<file path="src/hdl/assert_macros.svh">
// Assertion macros for the audio frame scanner. Every check is clocked on aclk
// and is held off while aresetn is low.
`ifndef ASSERT_MACROS_SVH
`define ASSERT_MACROS_SVH

// The consequent must hold in the same cycle as the antecedent.
`define MPAS_ASSERT_IMP(label, ante, cons) \
    label: assert property (@(posedge aclk) disable iff (!aresetn) (ante) |-> (cons)) \
        else $error("mpas assertion failed");

// The consequent must hold in the cycle after the antecedent.
`define MPAS_ASSERT_NXT(label, ante, cons) \
    label: assert property (@(posedge aclk) disable iff (!aresetn) (ante) |=> (cons)) \
        else $error("mpas assertion failed");

`endif

</file>
<file path="src/hdl/mpas_pkg.sv">
`default_nettype none

package mpas_pkg;

    localparam int HDR_W   = 32;
    localparam int CLK_W   = 25;
    localparam int BYTES_W = 12;
    localparam int IDX_W   = 32;
    localparam int TS_W    = 63;
    localparam int FREQ_W  = 16;
    localparam int KBPS_W  = 9;
    localparam int SLOTK_W = 18;
    localparam int SAMP_W  = 11;
    localparam int NUM_W   = 26;
    localparam int MCH_W   = 26;

    localparam int ORDER_BITS_DEF = 32;
    localparam int QUEUE_DEPTH    = 2;

    localparam logic [CLK_W-1:0] CLK_RATE_RST = 25'd27000000;

    localparam logic [10:0] SYNC_WORD = 11'h7FF;
    localparam logic [1:0]  VER_RSVD  = 2'd1;
    localparam logic [1:0]  VER_1     = 2'd3;
    localparam logic [1:0]  LF_RSVD   = 2'd0;
    localparam logic [1:0]  RATE_RSVD = 2'd3;
    localparam logic [1:0]  LAYER_I   = 2'd0;
    localparam logic [1:0]  LAYER_III = 2'd2;
    localparam logic [3:0]  CODE_FREE = 4'd0;
    localparam logic [3:0]  CODE_BAD  = 4'd15;

    typedef enum logic [1:0] {
        ST_OK       = 2'd0,
        ST_NOSYNC   = 2'd1,
        ST_BADFIELD = 2'd2
    } mpas_status_t;

    // One classified header as it travels from the front to the back.
    typedef struct packed {
        mpas_status_t        status;
        logic                pad;
        logic                layer1;
        logic [KBPS_W-1:0]   kbps;
        logic [SLOTK_W-1:0]  slotk;
        logic [SAMP_W-1:0]   samples;
        logic [FREQ_W-1:0]   freq;
    } mpas_job_t;

    typedef struct packed {
        logic [IDX_W-1:0] unpadded;
        logic [IDX_W-1:0] padded;
        logic [IDX_W-1:0] order_lo;
    } mpas_cnt_t;

    localparam logic [KBPS_W-1:0] KBPS_V1 [3][16] = '{
        '{9'd0, 9'd32, 9'd64, 9'd96, 9'd128, 9'd160, 9'd192, 9'd224,
          9'd256, 9'd288, 9'd320, 9'd352, 9'd384, 9'd416, 9'd448, 9'd0},
        '{9'd0, 9'd32, 9'd48, 9'd56, 9'd64, 9'd80, 9'd96, 9'd112,
          9'd128, 9'd160, 9'd192, 9'd224, 9'd256, 9'd320, 9'd384, 9'd0},
        '{9'd0, 9'd32, 9'd40, 9'd48, 9'd56, 9'd64, 9'd80, 9'd96,
          9'd112, 9'd128, 9'd160, 9'd192, 9'd224, 9'd256, 9'd320, 9'd0}
    };

    localparam logic [KBPS_W-1:0] KBPS_V2 [3][16] = '{
        '{9'd0, 9'd32, 9'd48, 9'd56, 9'd64, 9'd80, 9'd96, 9'd112,
          9'd128, 9'd144, 9'd160, 9'd176, 9'd192, 9'd224, 9'd256, 9'd0},
        '{9'd0, 9'd8, 9'd16, 9'd24, 9'd32, 9'd40, 9'd48, 9'd56,
          9'd64, 9'd80, 9'd96, 9'd112, 9'd128, 9'd144, 9'd160, 9'd0},
        '{9'd0, 9'd8, 9'd16, 9'd24, 9'd32, 9'd40, 9'd48, 9'd56,
          9'd64, 9'd80, 9'd96, 9'd112, 9'd128, 9'd144, 9'd160, 9'd0}
    };

    localparam logic [FREQ_W-1:0] FREQ_TAB [4][4] = '{
        '{16'd11025, 16'd12000, 16'd8000,  16'd0},
        '{16'd0,     16'd0,     16'd0,     16'd0},
        '{16'd22050, 16'd24000, 16'd16000, 16'd0},
        '{16'd44100, 16'd48000, 16'd32000, 16'd0}
    };

    // Slots per frame times 1000, and samples per frame, by layer.
    localparam logic [SLOTK_W-1:0] SLOTK_TAB [3] = '{18'd12000, 18'd144000, 18'd144000};
    localparam logic [SAMP_W-1:0]  SAMP_TAB  [3] = '{11'd384, 11'd1152, 11'd1152};
    localparam logic [SLOTK_W-1:0] SLOTK_LSF3 = 18'd72000;
    localparam logic [SAMP_W-1:0]  SAMP_LSF3  = 11'd576;

    function automatic logic [KBPS_W-1:0] kbps_lookup(input logic lsf, input logic [1:0] lay,
                                                      input logic [3:0] code);
        logic [1:0] l;
        l = (lay > LAYER_III) ? LAYER_III : lay;
        return lsf ? KBPS_V2[l][code] : KBPS_V1[l][code];
    endfunction

    function automatic logic [FREQ_W-1:0] freq_lookup(input logic [1:0] ver,
                                                      input logic [1:0] rate);
        return FREQ_TAB[ver][rate];
    endfunction

endpackage

`default_nettype wire

</file>
<file path="src/hdl/mpas_front.sv">
`default_nettype none

module mpas_front #(
    parameter int ORDER_BITS = 32
) (
    input  wire logic                     aclk,
    input  wire logic                     aresetn,
    input  wire logic                     s_valid,
    output logic                          s_ready,
    input  wire logic [31:0]              s_header_word,
    input  wire logic                     q_full,
    output logic                          q_push,
    output mpas_pkg::mpas_job_t           q_job,
    output logic [ORDER_BITS-1:0]         q_order,
    output mpas_pkg::mpas_cnt_t           cnt
);
    import mpas_pkg::*;

    logic                  seen_reg;
    logic [1:0]            ver_reg;
    logic [1:0]            lay_reg;
    logic [1:0]            rate_reg;
    logic [ORDER_BITS-1:0] order_reg;
    logic [IDX_W-1:0]      unpadded_reg;
    logic [IDX_W-1:0]      padded_reg;

    logic        sync_ok;
    logic [1:0]  hv, hlf, hr, ver_c, lay_c, rate_c;
    logic [3:0]  code;
    logic        pad;
    logic        hdr_bad;
    logic        lsf;
    logic        good;
    logic [FREQ_W-1:0] freq;
    mpas_status_t      status;
    logic [ORDER_BITS+IDX_W-1:0] order_ext;

    assign sync_ok = (s_header_word[31:21] == SYNC_WORD);
    assign hv      = s_header_word[20:19];
    assign hlf     = s_header_word[18:17];
    assign code    = s_header_word[15:12];
    assign hr      = s_header_word[11:10];
    assign pad     = s_header_word[9];
    assign hdr_bad = (hv == VER_RSVD) || (hlf == LF_RSVD) || (hr == RATE_RSVD);

    // Until the first usable header, the header's own fields stand in for the latched ones.
    assign ver_c  = seen_reg ? ver_reg  : hv;
    assign lay_c  = seen_reg ? lay_reg  : 2'd3 - hlf;
    assign rate_c = seen_reg ? rate_reg : hr;
    assign freq   = freq_lookup(ver_c, rate_c);
    assign lsf    = (ver_c != VER_1);

    always_comb begin
        priority if (!sync_ok) begin
            status = ST_NOSYNC;
        end else if (!seen_reg && hdr_bad) begin
            status = ST_BADFIELD;
        end else if (code == CODE_FREE || code == CODE_BAD || freq == '0) begin
            status = ST_BADFIELD;
        end else begin
            status = ST_OK;
        end
    end

    assign s_ready = !q_full;
    assign q_push  = s_valid && !q_full;
    assign good    = q_push && (status == ST_OK);

    always_comb begin
        q_job.status  = status;
        q_job.pad     = sync_ok && pad;
        q_job.layer1  = (lay_c == LAYER_I);
        q_job.kbps    = kbps_lookup(lsf, lay_c, code);
        q_job.freq    = freq;
        if (lsf && lay_c == LAYER_III) begin
            q_job.slotk   = SLOTK_LSF3;
            q_job.samples = SAMP_LSF3;
        end else if (lay_c == LAYER_I) begin
            q_job.slotk   = SLOTK_TAB[0];
            q_job.samples = SAMP_TAB[0];
        end else if (lay_c == LAYER_III) begin
            q_job.slotk   = SLOTK_TAB[2];
            q_job.samples = SAMP_TAB[2];
        end else begin
            q_job.slotk   = SLOTK_TAB[1];
            q_job.samples = SAMP_TAB[1];
        end
    end

    assign q_order = order_reg;

    assign order_ext    = {{IDX_W{1'b0}}, order_reg};
    assign cnt.unpadded = unpadded_reg;
    assign cnt.padded   = padded_reg;
    assign cnt.order_lo = order_ext[IDX_W-1:0];

    always_ff @(posedge aclk) begin
        if (!aresetn) begin
            seen_reg     <= 1'b0;
            ver_reg      <= '0;
            lay_reg      <= '0;
            rate_reg     <= '0;
            order_reg    <= '0;
            unpadded_reg <= '0;
            padded_reg   <= '0;
        end else begin
            if (q_push && sync_ok && !seen_reg && !hdr_bad) begin
                seen_reg <= 1'b1;
                ver_reg  <= hv;
                lay_reg  <= 2'd3 - hlf;
                rate_reg <= hr;
            end
            if (good) begin
                order_reg <= order_reg + 1'b1;
                if (pad) begin
                    padded_reg <= padded_reg + 1'b1;
                end else begin
                    unpadded_reg <= unpadded_reg + 1'b1;
                end
            end
        end
    end

endmodule

`default_nettype wire

</file>
<file path="src/hdl/mpas_queue.sv">
`default_nettype none

module mpas_queue #(
    parameter int W     = 8,
    parameter int DEPTH = 2
) (
    input  wire logic         aclk,
    input  wire logic         aresetn,
    input  wire logic         push,
    input  wire logic [W-1:0] din,
    output logic              full,
    input  wire logic         pop,
    output logic [W-1:0]      dout,
    output logic              empty
);
    localparam int PTR_W = (DEPTH > 1) ? $clog2(DEPTH) : 1;
    localparam int CNT_W = $clog2(DEPTH + 1);

    logic [W-1:0]     mem [DEPTH];
    logic [PTR_W-1:0] wr_ptr_reg, rd_ptr_reg;
    logic [CNT_W-1:0] count_reg;

    function automatic logic [PTR_W-1:0] ptr_inc(input logic [PTR_W-1:0] p);
        return (p == PTR_W'(DEPTH - 1)) ? '0 : p + 1'b1;
    endfunction

    assign full  = (count_reg == CNT_W'(DEPTH));
    assign empty = (count_reg == '0);
    assign dout  = mem[rd_ptr_reg];

    always_ff @(posedge aclk) begin
        if (push) begin
            mem[wr_ptr_reg] <= din;
        end
    end

    always_ff @(posedge aclk) begin
        if (!aresetn) begin
            wr_ptr_reg <= '0;
            rd_ptr_reg <= '0;
            count_reg  <= '0;
        end else begin
            if (push) begin
                wr_ptr_reg <= ptr_inc(wr_ptr_reg);
            end
            if (pop) begin
                rd_ptr_reg <= ptr_inc(rd_ptr_reg);
            end
            if (push && !pop) begin
                count_reg <= count_reg + 1'b1;
            end else if (pop && !push) begin
                count_reg <= count_reg - 1'b1;
            end
        end
    end

endmodule

`default_nettype wire

</file>
<file path="src/hdl/mpas_div.sv">
`default_nettype none

// Restoring divider, two quotient bits per cycle. The dividend is shifted in
// from the top, so a short dividend is left-aligned and run for fewer steps.
module mpas_div #(
    parameter int DIV_W  = 68,
    parameter int STEP_W = 6
) (
    input  wire logic                          aclk,
    input  wire logic                          aresetn,
    input  wire logic                          start,
    input  wire logic [DIV_W-1:0]              dividend,
    input  wire logic [mpas_pkg::FREQ_W-1:0]   divisor,
    input  wire logic [STEP_W-1:0]             steps,
    output logic                               done,
    output logic [DIV_W-1:0]                   quotient
);
    import mpas_pkg::*;

    logic [FREQ_W-1:0] rem_reg;
    logic [DIV_W-1:0]  dq_reg;
    logic [FREQ_W-1:0] dvs_reg;
    logic [STEP_W-1:0] cnt_reg;
    logic              busy_reg;
    logic              done_reg;

    logic [FREQ_W:0]   r1, r2, d_ext;
    logic              ge1, ge2;
    logic [FREQ_W-1:0] r1s, r2s;
    logic [DIV_W-1:0]  dq1, dq2;

    assign d_ext = {1'b0, dvs_reg};
    assign r1    = {rem_reg, dq_reg[DIV_W-1]};
    assign ge1   = (r1 >= d_ext);
    assign r1s   = ge1 ? FREQ_W'(r1 - d_ext) : r1[FREQ_W-1:0];
    assign dq1   = {dq_reg[DIV_W-2:0], ge1};
    assign r2    = {r1s, dq1[DIV_W-1]};
    assign ge2   = (r2 >= d_ext);
    assign r2s   = ge2 ? FREQ_W'(r2 - d_ext) : r2[FREQ_W-1:0];
    assign dq2   = {dq1[DIV_W-2:0], ge2};

    assign done     = done_reg;
    assign quotient = dq_reg;

    always_ff @(posedge aclk) begin
        if (!aresetn) begin
            busy_reg <= 1'b0;
            done_reg <= 1'b0;
            cnt_reg  <= '0;
        end else begin
            done_reg <= 1'b0;
            if (start) begin
                busy_reg <= 1'b1;
                cnt_reg  <= steps;
                rem_reg  <= '0;
                dq_reg   <= dividend;
                dvs_reg  <= divisor;
            end else if (busy_reg) begin
                rem_reg <= r2s;
                dq_reg  <= dq2;
                cnt_reg <= cnt_reg - 1'b1;
                if (cnt_reg == STEP_W'(1)) begin
                    busy_reg <= 1'b0;
                    done_reg <= 1'b1;
                end
            end
        end
    end

endmodule

`default_nettype wire

</file>
<file path="src/hdl/mpas_back.sv">
`default_nettype none

module mpas_back #(
    parameter int ORDER_BITS = 32
) (
    input  wire logic                            aclk,
    input  wire logic                            aresetn,
    input  wire logic [mpas_pkg::CLK_W-1:0]      clk_rate,
    input  wire logic                            q_empty,
    input  wire mpas_pkg::mpas_job_t             q_job,
    input  wire logic [ORDER_BITS-1:0]           q_order,
    output logic                                 q_pop,
    output logic                                 m_valid,
    input  wire logic                            m_ready,
    output logic [1:0]                           m_status,
    output logic [mpas_pkg::BYTES_W-1:0]         m_frame_bytes,
    output logic [mpas_pkg::IDX_W-1:0]           m_frame_index,
    output logic [mpas_pkg::TS_W-1:0]            m_timestamp,
    output logic                                 m_padded
);
    import mpas_pkg::*;

    localparam int A_W    = ORDER_BITS + SAMP_W;
    localparam int P_W    = A_W + CLK_W;
    localparam int DIV_W  = P_W + (P_W % 2);
    localparam int NCH    = (A_W + MCH_W - 1) / MCH_W;
    localparam int A_PAD  = NCH * MCH_W;
    localparam int MC_W   = $clog2(NCH + 1);
    localparam int STEP_W = $clog2(DIV_W / 2 + 1);
    localparam int QX_W   = (DIV_W > TS_W + 1) ? DIV_W : TS_W + 1;

    typedef enum logic [2:0] {
        S_IDLE, S_PREP, S_MUL, S_BDIV, S_TDIV, S_DONE
    } state_t;

    state_t                state_reg;
    mpas_job_t             job_reg;
    logic [ORDER_BITS-1:0] order_reg;
    logic [A_PAD-1:0]      a_sh_reg;
    logic [P_W-1:0]        acc_reg;
    logic [NUM_W-1:0]      numer_reg;
    logic [MC_W-1:0]       mcnt_reg;
    logic [BYTES_W-1:0]    bytes_reg;
    logic [TS_W-1:0]       ts_reg;
    logic                  m_valid_reg;
    logic [1:0]            m_status_reg;
    logic [BYTES_W-1:0]    m_bytes_reg;
    logic [IDX_W-1:0]      m_index_reg;
    logic [TS_W-1:0]       m_ts_reg;
    logic                  m_padded_reg;

    logic [A_W-1:0]              aprod;
    logic [KBPS_W+SLOTK_W-1:0]   nprod;
    logic [MCH_W+CLK_W-1:0]      cprod;
    logic [P_W-1:0]              acc_next;
    logic                        mul_last;
    logic                        div_start;
    logic [DIV_W-1:0]            div_dividend;
    logic [STEP_W-1:0]           div_steps;
    logic                        div_done;
    logic [DIV_W-1:0]            div_q;
    logic [QX_W-1:0]             qx;
    logic [TS_W-1:0]             ts_calc;
    logic [BYTES_W-1:0]          bq;
    logic [BYTES_W-1:0]          bytes_calc;
    logic [ORDER_BITS+IDX_W-1:0] order_ext;

    assign aprod    = A_W'(order_reg) * A_W'(job_reg.samples);
    assign nprod    = job_reg.kbps * job_reg.slotk;
    // The product is built most significant chunk first, so each cycle shifts by a fixed amount.
    assign cprod    = a_sh_reg[A_PAD-1 -: MCH_W] * clk_rate;
    assign acc_next = (acc_reg << MCH_W) + P_W'(cprod);
    assign mul_last = (mcnt_reg == MC_W'(NCH - 1));

    assign div_start    = (state_reg == S_MUL && mul_last) || (state_reg == S_BDIV && div_done);
    assign div_dividend = (state_reg == S_MUL) ? {numer_reg, {(DIV_W-NUM_W){1'b0}}}
                                               : DIV_W'(acc_reg);
    assign div_steps    = (state_reg == S_MUL) ? STEP_W'(NUM_W / 2) : STEP_W'(DIV_W / 2);

    mpas_div #(
        .DIV_W  (DIV_W),
        .STEP_W (STEP_W)
    ) u_div (
        .aclk     (aclk),
        .aresetn  (aresetn),
        .start    (div_start),
        .dividend (div_dividend),
        .divisor  (job_reg.freq),
        .steps    (div_steps),
        .done     (div_done),
        .quotient (div_q)
    );

    assign bq         = div_q[BYTES_W-1:0] + BYTES_W'(job_reg.pad);
    assign bytes_calc = job_reg.layer1 ? {bq[BYTES_W-3:0], 2'b00} : bq;

    assign qx      = QX_W'(div_q);
    assign ts_calc = (|qx[QX_W-1:TS_W]) ? '1 : qx[TS_W-1:0];

    assign order_ext = {{IDX_W{1'b0}}, order_reg};
    assign q_pop     = (state_reg == S_IDLE) && !q_empty;

    assign m_valid       = m_valid_reg;
    assign m_status      = m_status_reg;
    assign m_frame_bytes = m_bytes_reg;
    assign m_frame_index = m_index_reg;
    assign m_timestamp   = m_ts_reg;
    assign m_padded      = m_padded_reg;

    always_ff @(posedge aclk) begin
        if (!aresetn) begin
            state_reg   <= S_IDLE;
            m_valid_reg <= 1'b0;
            mcnt_reg    <= '0;
        end else begin
            if (m_valid_reg && m_ready && state_reg != S_DONE) begin
                m_valid_reg <= 1'b0;
            end
            unique case (state_reg)
                S_IDLE: begin
                    if (!q_empty) begin
                        job_reg   <= q_job;
                        order_reg <= q_order;
                        bytes_reg <= '0;
                        ts_reg    <= '0;
                        state_reg <= (q_job.status == ST_OK) ? S_PREP : S_DONE;
                    end
                end
                S_PREP: begin
                    a_sh_reg  <= A_PAD'(aprod);
                    numer_reg <= nprod[NUM_W-1:0];
                    acc_reg   <= '0;
                    mcnt_reg  <= '0;
                    state_reg <= S_MUL;
                end
                S_MUL: begin
                    acc_reg  <= acc_next;
                    a_sh_reg <= a_sh_reg << MCH_W;
                    mcnt_reg <= mcnt_reg + 1'b1;
                    if (mul_last) begin
                        state_reg <= S_BDIV;
                    end
                end
                S_BDIV: begin
                    if (div_done) begin
                        bytes_reg <= bytes_calc;
                        state_reg <= S_TDIV;
                    end
                end
                S_TDIV: begin
                    if (div_done) begin
                        ts_reg    <= ts_calc;
                        state_reg <= S_DONE;
                    end
                end
                S_DONE: begin
                    if (!m_valid_reg || m_ready) begin
                        m_valid_reg  <= 1'b1;
                        m_status_reg <= job_reg.status;
                        m_bytes_reg  <= bytes_reg;
                        m_index_reg  <= order_ext[IDX_W-1:0];
                        m_ts_reg     <= ts_reg;
                        m_padded_reg <= job_reg.pad;
                        state_reg    <= S_IDLE;
                    end
                end
                default: begin
                    state_reg <= S_IDLE;
                end
            endcase
        end
    end

endmodule

`default_nettype wire

</file>
<file path="src/hdl/mpeg_audio_frame_scanner.sv">
// Channel   Valid / ready          Payload
// s_        s_valid / s_ready      s_header_word
// m_        m_valid / m_ready      m_status, m_frame_bytes, m_frame_index,
//                                  m_timestamp, m_padded
// cfg_      cfg_valid / cfg_ready  cfg_wdata (timestamp clock rate)
//
// In the back end a good header passes S_PREP, S_MUL, S_BDIV and S_TDIV; the
// two-bit-per-cycle divider runs once for the frame length and once for the timestamp.
// A header that fails goes from S_IDLE straight to S_DONE.
// Reset is synchronous and active low; no clearing pass is needed after it.
// A two-beat queue parts the header classifier from the arithmetic, so input beats are
// taken while a result waits on m_ready, until the queue is full.
`default_nettype none

`include "assert_macros.svh"

module mpeg_audio_frame_scanner #(
    parameter int ORDER_BITS = mpas_pkg::ORDER_BITS_DEF
) (
    input  wire logic                          aclk,
    input  wire logic                          aresetn,
    input  wire logic                          cfg_valid,
    output logic                               cfg_ready,
    input  wire logic [mpas_pkg::CLK_W-1:0]    cfg_wdata,
    input  wire logic                          s_valid,
    output logic                               s_ready,
    input  wire logic [mpas_pkg::HDR_W-1:0]    s_header_word,
    output logic                               m_valid,
    input  wire logic                          m_ready,
    output logic [1:0]                         m_status,
    output logic [mpas_pkg::BYTES_W-1:0]       m_frame_bytes,
    output logic [mpas_pkg::IDX_W-1:0]         m_frame_index,
    output logic [mpas_pkg::TS_W-1:0]          m_timestamp,
    output logic                               m_padded
);
    import mpas_pkg::*;

    localparam int Q_W = $bits(mpas_job_t) + ORDER_BITS;
    localparam logic [IDX_W-1:0] ORDER_MASK =
        (ORDER_BITS >= IDX_W) ? {IDX_W{1'b1}} : IDX_W'((64'd1 << ORDER_BITS) - 64'd1);

    logic [CLK_W-1:0]      clk_rate_reg;
    logic                  q_push, q_pop, q_full, q_empty;
    mpas_job_t             f_job, b_job;
    logic [ORDER_BITS-1:0] f_order, b_order;
    logic [Q_W-1:0]        q_dout;
    mpas_cnt_t             cnt;
    logic [IDX_W-1:0]      cnt_sum;

    assign cfg_ready = 1'b1;

    always_ff @(posedge aclk) begin
        if (!aresetn) begin
            clk_rate_reg <= CLK_RATE_RST;
        end else if (cfg_valid) begin
            clk_rate_reg <= cfg_wdata;
        end
    end

    mpas_front #(
        .ORDER_BITS (ORDER_BITS)
    ) u_front (
        .aclk          (aclk),
        .aresetn       (aresetn),
        .s_valid       (s_valid),
        .s_ready       (s_ready),
        .s_header_word (s_header_word),
        .q_full        (q_full),
        .q_push        (q_push),
        .q_job         (f_job),
        .q_order       (f_order),
        .cnt           (cnt)
    );

    mpas_queue #(
        .W     (Q_W),
        .DEPTH (QUEUE_DEPTH)
    ) u_queue (
        .aclk    (aclk),
        .aresetn (aresetn),
        .push    (q_push),
        .din     ({f_job, f_order}),
        .full    (q_full),
        .pop     (q_pop),
        .dout    (q_dout),
        .empty   (q_empty)
    );

    assign b_job   = q_dout[Q_W-1:ORDER_BITS];
    assign b_order = q_dout[ORDER_BITS-1:0];

    mpas_back #(
        .ORDER_BITS (ORDER_BITS)
    ) u_back (
        .aclk          (aclk),
        .aresetn       (aresetn),
        .clk_rate      (clk_rate_reg),
        .q_empty       (q_empty),
        .q_job         (b_job),
        .q_order       (b_order),
        .q_pop         (q_pop),
        .m_valid       (m_valid),
        .m_ready       (m_ready),
        .m_status      (m_status),
        .m_frame_bytes (m_frame_bytes),
        .m_frame_index (m_frame_index),
        .m_timestamp   (m_timestamp),
        .m_padded      (m_padded)
    );

    assign cnt_sum = cnt.unpadded + cnt.padded;

    // Every good frame bumps exactly one padding count and the order count.
    `MPAS_ASSERT_IMP(a_count_sum, 1'b1, (cnt_sum & ORDER_MASK) == (cnt.order_lo & ORDER_MASK))
    `MPAS_ASSERT_IMP(a_err_zero, m_valid && m_status != ST_OK,
        m_frame_bytes == '0 && m_timestamp == '0)
    `MPAS_ASSERT_IMP(a_nosync_pad, m_valid && m_status == ST_NOSYNC, !m_padded)
    `MPAS_ASSERT_NXT(a_pop_order, q_pop && q_empty, 1'b0)

endmodule

`default_nettype wire

</file>
<file path="config.mk">
export PLATFORM = sky130hd
export DESIGN_NAME = mpeg_audio_frame_scanner
export DESIGN_NICKNAME = d
export VERILOG_FILES = /design/src/hdl/mpas_pkg.sv /design/src/hdl/mpas_front.sv /design/src/hdl/mpas_queue.sv /design/src/hdl/mpas_div.sv /design/src/hdl/mpas_back.sv /design/src/hdl/mpeg_audio_frame_scanner.sv
export VERILOG_INCLUDE_DIRS = /design/src /design/src/hdl
export SDC_FILE = /design/constraint.sdc
export NUM_CORES = 2
export LEC_CHECK = 0
export ABC_AREA = 1
export BUFFER_PORTS_ARGS = -buffer_cell sky130_fd_sc_hd__buf_4
export CAP_MARGIN = 10
export CORE_MARGIN = 2
export CORE_UTILIZATION = 45
export DETAILED_ROUTE_END_ITERATION = 10
export HOLD_SLACK_MARGIN = 0.1
export MAX_ROUTING_LAYER = met4
export PLACE_DENSITY_LB_ADDON = 0.25
export SYNTH_ARGS = -nofsm -noshare
export SYNTH_HDL_FRONTEND = slang
export SYNTH_SLANG_ARGS = --single-unit
</file>
<file path="constraint.sdc">
create_clock -name aclk -period 9.6 [get_ports aclk]
set_clock_uncertainty 0.05 [all_clocks]
set_input_delay 0 -clock aclk [delete_from_list [all_inputs] [get_ports aclk]]
set_output_delay 0 -clock aclk [all_outputs]
set_load 0.05 [all_outputs]
</file>
# --- After elaboration in Yosys (flattened, before gate mapping) ---
# Memory sizes are Yosys's and may differ from the RTL's. A register that Yosys moved wholly into a read port is not among the register bits.
# Index checks and enable logic that the tools add are counted.
word_totals:
  input_bits: 62
  ramBits: 180
  n_memories: 1
  register_bits: 603
  word_cells: 208
classes:
  add_sub_neg: 12
  magnitude_cmp: 7
  multipliers: 3
  eq_ne: 20
  muxes: 70
  reduce_logical: 52
  n_bitwise: 7
mem_list:
  columns: ["memory", "words", "width", "read_ports", "rd_clocked_by_memory_dff", "wr", "line", "text"]
  rows:
  - ["u_queue.mem", 2, 90, 1, 1, 1, "mpas_queue.sv:19", "logic [W-1:0] mem [DEPTH];"]
op_table:
  columns: ["operator", "n"]
  rows:
  - ["binary-select mux 144 bit (select 2 bit)", 2]
  - ["2-to-1 mux 144 bit", 4]
  - ["2-to-1 mux 68 bit", 3]
  - ["2-to-1 mux 63 bit", 3]
  - ["one-hot mux 68 bit (2 select lines)", 1]
  - ["binary-select mux 64 bit (select 2 bit)", 1]
  - ["2-to-1 mux 64 bit", 2]
  - ["one-hot mux 63 bit (2 select lines)", 1]
  - ["one-hot mux 52 bit (2 select lines)", 1]
  - ["2-to-1 mux 16 bit", 5]
  - ["binary-select mux 9 bit (select 4 bit)", 2]
  - ["adder 68 x 51 -> 68 bit", 1]
  - ["2-to-1 mux 29 bit", 2]
  - ["multiplier 26 x 25 -> 51 bit", 1]
  - ["2-to-1 mux 9 bit", 5]
  - ["multiplier 32 x 11 -> 43 bit", 1]
  - ["2-to-1 mux 12 bit", 3]
  - [">= comparator 17 x 16 -> 1 bit", 2]
  - ["adder 32 x 1 -> 32 bit (second input constant)", 1]
  - ["binary-select mux 16 bit (select 2 bit)", 1]
  - ["subtractor 16 bit", 2]
  - ["multiplier 9 x 18 -> 26 bit", 1]
  - ["one-hot mux 12 bit (2 select lines)", 1]
  - ["2-to-1 mux 2 bit", 9]
  - ["other kinds (42)", 116]

# --- Logic depth before layout (Yosys ltp) ---
logic_depth:
  depth_word: 15
  mapped_depth: 34
  depth_no_buf: 32

# --- By module ---
# From an unflattened synthesis, not the netlist that was laid out.
hier_totals:
  hier_cells: 9575
  hier_area_um2: 80083.1
modules_own_cells:
  columns: ["mod", "instances", "cells_each", "area_each_um2"]
  rows:
  - ["mpas_back", 1, 7053, 57361.3]
  - ["mpas_front", 1, 1217, 7787.5]
  - ["mpas_queue", 1, 315, 7175.6]
  - ["mpas_div", 1, 857, 6786.5]
  - ["mpeg_audio_frame_scanner", 1, 133, 972.2]

# --- Worst setup path before layout ---
# Ideal clock, no wire load.
synth_timing:
  path_kind: "reg2reg"
  startpoint: "register u_back.m_valid_reg (netlist: u_back.m_valid)"
  endpoint: "register u_back.m_bytes_reg[0] (netlist: u_back.m_frame_bytes[0]), enable pin"
  setup_time_ns: 0.714
  path_stages_with_launch: 4
  slack_ns: 0.801
  arrival_time_ns: 8.035
  cell_sequence: "dfxtp_1 inv_1 nor2_1 nor3_1"
synth_between:
  elab_chain_len: 3
synth_lines:
  columns: ["element", "line", "text"]
  rows:
  - ["start, declared", "mpas_back.sv:45", "logic m_valid_reg;"]
  - ["start signal, assigned", "mpas_back.sv:113", "m_valid_reg <= 1'b0;"]
  - ["start signal, assigned", "mpas_back.sv:117", "m_valid_reg <= 1'b0;"]
  - ["start signal, assigned", "mpas_back.sv:158", "m_valid_reg <= 1'b1;"]
  - ["zero test 1 bit", "mpas_back.sv:157", "if (!m_valid_reg || m_ready) begin"]
  - ["logical OR 1 bit", "mpas_back.sv:157", null]
  - ["AND reduction 3 bit (no line)", null, null]
  - ["end signal, assigned", "mpas_back.sv:160", "m_bytes_reg <= bytes_reg;"]
  - ["end, declared", "mpas_back.sv:47", "logic [BYTES_W-1:0] m_bytes_reg;"]
# Every way passes these cells.
# A chain may end at the register's enable or synchronous reset.

# --- Worst setup path after layout ---
layout_timing:
  startpoint: "register u_back.a_sh_reg[36]"
  endpoint: "register u_back.acc_reg[63] (data pin)"
layout_between:
  elab_chain_len: 3
layout_lines:
  columns: ["element", "line", "text"]
  rows:
  - ["start, declared", "mpas_back.sv:39", "logic [A_PAD-1:0] a_sh_reg;"]
  - ["start signal, assigned", "mpas_back.sv:130", "a_sh_reg <= A_PAD'(aprod);"]
  - ["start signal, assigned", "mpas_back.sv:138", "a_sh_reg <= a_sh_reg << MCH_W;"]
  - ["multiplier 26 x 25 -> 51 bit", "mpas_back.sv:71", "assign cprod = a_sh_reg[A_PAD-1 -: MCH_W] * clk_rate;"]
  - ["adder 68 x 51 -> 68 bit", "mpas_back.sv:72", "assign acc_next = (acc_reg << MCH_W) + P_W'(cprod);"]
  - ["one-hot mux 68 bit (2 select lines)", "mpas_back.sv:119", "unique case (state_reg)"]
  - ["end signal, assigned", "mpas_back.sv:137", "acc_reg <= acc_next;"]
  - ["end, declared", "mpas_back.sv:40", "logic [P_W-1:0] acc_reg;"]
# Every way passes these cells.

==> flow_summary.ini <==
[critical_path]
crit_path_max_fanout = 19
worstPathRequired_ns = 9.98
critical_path_arrival_ns = 8.34
critical_path_end_type = register
timing.setup.critical_path_class = reg2reg
setup.worst_path.start_class = register

[floorplan]
dieWidth_um = 371
die_outline_area_mm2 = 0.138
die_h_um = 371
num_rows = 134
core-area_mm2 = 0.134
initial_utilization_pct = 45.3
pin_count = 175

[grt]
grt.total_usage_pct = 25.2
global_route.overflow_total = 0
first_global_vias = 46200
grt_start_max_net_pins = 73
grt_antenna_before_repair = 1
grt_first_pass_wirelength_mm = 259

[placement]
dp_hpwl_mm = 124
numPlacedInstances = 8462
place.port_buffers = 163
globalplace.congestion = 0.954

[sta]
totalNegativeSetupSlack_ns = 0
max_freq_mhz = 126
slew_headroom_pct = 13.5
final_min_period_over_clock_period_pct = 82.9
rsz0062_at_grt = false
final_setup_violations = 0
timing_worst_slew_pin_value_ns = 1.29
finalMaxSlewViolations = 0
period_minus_slack_ns = 7.96
finalHoldViolCount = 0
worst_hold_margin_ns = 0.197

[route]
iteration_0_drc_count_of_the_detailed_router = 3425
routed_wirelength_mm = 164
post-route-drc-count = 0
wire_per_inst_um = 18.7
num_vias = 44700
firstDrtPassIters = 6
ant_nets = 0
via_density = 5.12

[synth]
yosysTopAreaCellShare_pct = 29.8
yosys_most_used_dff = edfxtp_1
yosys_register_bits = 684
synthesized_area_mm2 = 0.0606
ranking_of_synthesized_cells_by_area = edfxtp_1 (30%), fa_1 (24%), inv_1 (11%)
async_flop_share_pct = 0
syn-mean-instance-area_um2 = 9.05
syn-instance-count = 6694
yosysWarnings = 0
seq_area_frac_synth_pct = 32.5
synth_cell_type_count = 66
count_of_flip_flops_with_a_built_in_enable_after_synthesis = 601
synth_area_leader_cell = edfxtp_1

[clock_tree]
clk_path_buf_depth = 3
clkSlewWorstSetupHoldPaths_ns = 0.06
cts_hold_repair.buffers = 134
cts_root_buffer = clkbuf_16
number_of_buffers_added_by_the_clock_tree_synthesis_step = 77
clkLatencyLatePin_ns = 0.72
cts-htree-levels = 3
cts_tree = built
cts_num_sinks = 684
number_of_gates_resized_after_cts = 0
postCtsSetupRepairBufs = 0

[cells_and_area]
largest_register_ff_count = 124
drive_above_1_share_pct = 7.26
num-fill-cells = 12400
nets = 8116
finish.utilization_pct = 50.7
synthToLayoutAreaGrowth_pct = 11.8
post_layout_nonfiller_instances = 8740

[hold_path]
hold_path.class = in2reg

[job]
drv.max_cap_violation_count = 0

[outcome]
outcome = finished, final reports clean
[cell usage after synthesis (5+ instances only)]
cell	n
clkbuf_1	219
a21boi_0	7
edfxtp_1	601
o21ai_1	22
o22ai_1	28
inv_1	1735
o21a_1	26
buf_2	11
o211ai_1	26
nand3_1	101
nor2_2	10
mux2_2	60
or2_2	12
fa_1	714
a211oi_1	6
a21oi_1	349
buf_1	19
xor2_1	59
nand3_2	6
inv_2	10
nor3_1	63
nand2_1	1345
a221oi_1	9
ha_1	433
a21o_1	21
nand4_1	46
dfxtp_1	83
nor2_1	313
buf_4	5
nand2_2	13
o21ai_0	208
o21bai_1	12
nor4_1	22
a31oi_1	31
xnor2_1	20
[layout by cell type, fill, tap and decap left out, drive strengths merged, types with 26 or more instances in the layout]
cell / n
o21ai: 231
nand4: 46
mux2: 60
nand2: 1363
a31oi: 31
o21a: 26
a21oi: 351
inv: 1750
edfxtp: 601
ha: 433
dfxtp: 83
o22ai: 28
dlygate4sd3: 134
o211ai: 26
fa: 714
nor2: 325
xor2: 59
nor3: 64
buf: 240
nand3: 107
clkinv: 32
clkbuf: 96
[final timing paths]
path / start / endpoint / slack [ns] / cells past startpoint
max: u_back.a_sh_reg[36] / u_back.acc_reg[63] / 1.64 / 23
min: m_ready / u_back.m_valid / 0.20 / 5
max reg2reg: u_back.a_sh_reg[36] / u_back.acc_reg[63] / 1.64 / 23
min reg2reg: u_back.ts_reg[5] / u_back.m_timestamp[5] / 0.33 / 0
[layer usage]
layer  vias to the layer above  share of wire (%)  routed length, um  GRT usage, %
met5                         -                  0                  0             -
met4                         0                3.8               6290          8.77
met3                       292                6.5              10700          3.48
met2                      1486                 46              75900          39.7
met1                     22000                 43              70900          33.4
li1                      21000                  -                  -             -
[critical path, stage by stage (launching register included)]
cell	delay, ns
edfxtp_1	1.19
buf_4	0.33
nand2_1	0.09
fa_1	0.55
fa_1	0.49
inv_1	0.05
fa_1	0.52
fa_1	0.47
fa_1	0.55
fa_1	0.55
inv_1	0.06
fa_1	0.66
inv_1	0.08
ha_1	0.38
a21oi_1	0.31
o21ai_0	0.20
a21oi_1	0.15
o21ai_0	0.15
nand2_1	0.09
nand3_1	0.12
a21oi_1	0.30
nor2_1	0.12
o21ai_0	0.15
a21oi_1	0.06
[cell families after synthesis]
logic type	after synthesis	synth area share, %
flops	684	32.5
xor+xnor	79	1.14
fa+ha+maj	1147	32.5
other cells	2	0.0124
simple gates	1955	13.1
buf+inv	2003	12.5
compound gates	762	6.99
mux	62	1.15
[through the flow]
stage | worst slack, ns | instance area (um2)
floorplan | 0.801 | 60600
global placement | 1.82 | 63700
detailed placement | 1.77 | 63700
CTS | 1.75 | 67700
global route | 1.35 | 67700
finish | 1.64 | 67700
[final cells by class]
type | instances | area (um2) | area share, %
clock buffers | 96 | 2060 | 3.04
diodes | 1 | 2.50 | 0.00369
repair buffers | 374 | 3140 | 4.64
well taps | 1768 | 2210 | 3.27
inverters | 1747 | 6560 | 9.69
clock inverters | 47 | 583 | 0.861
flip-flops and latches | 684 | 19700 | 29.1
multi-input cells | 4023 | 33500 | 49.4
Power is left out: the tool's default activity adds up to more than one toggle a clock period on the data nets, which glitch-free logic cannot reach.
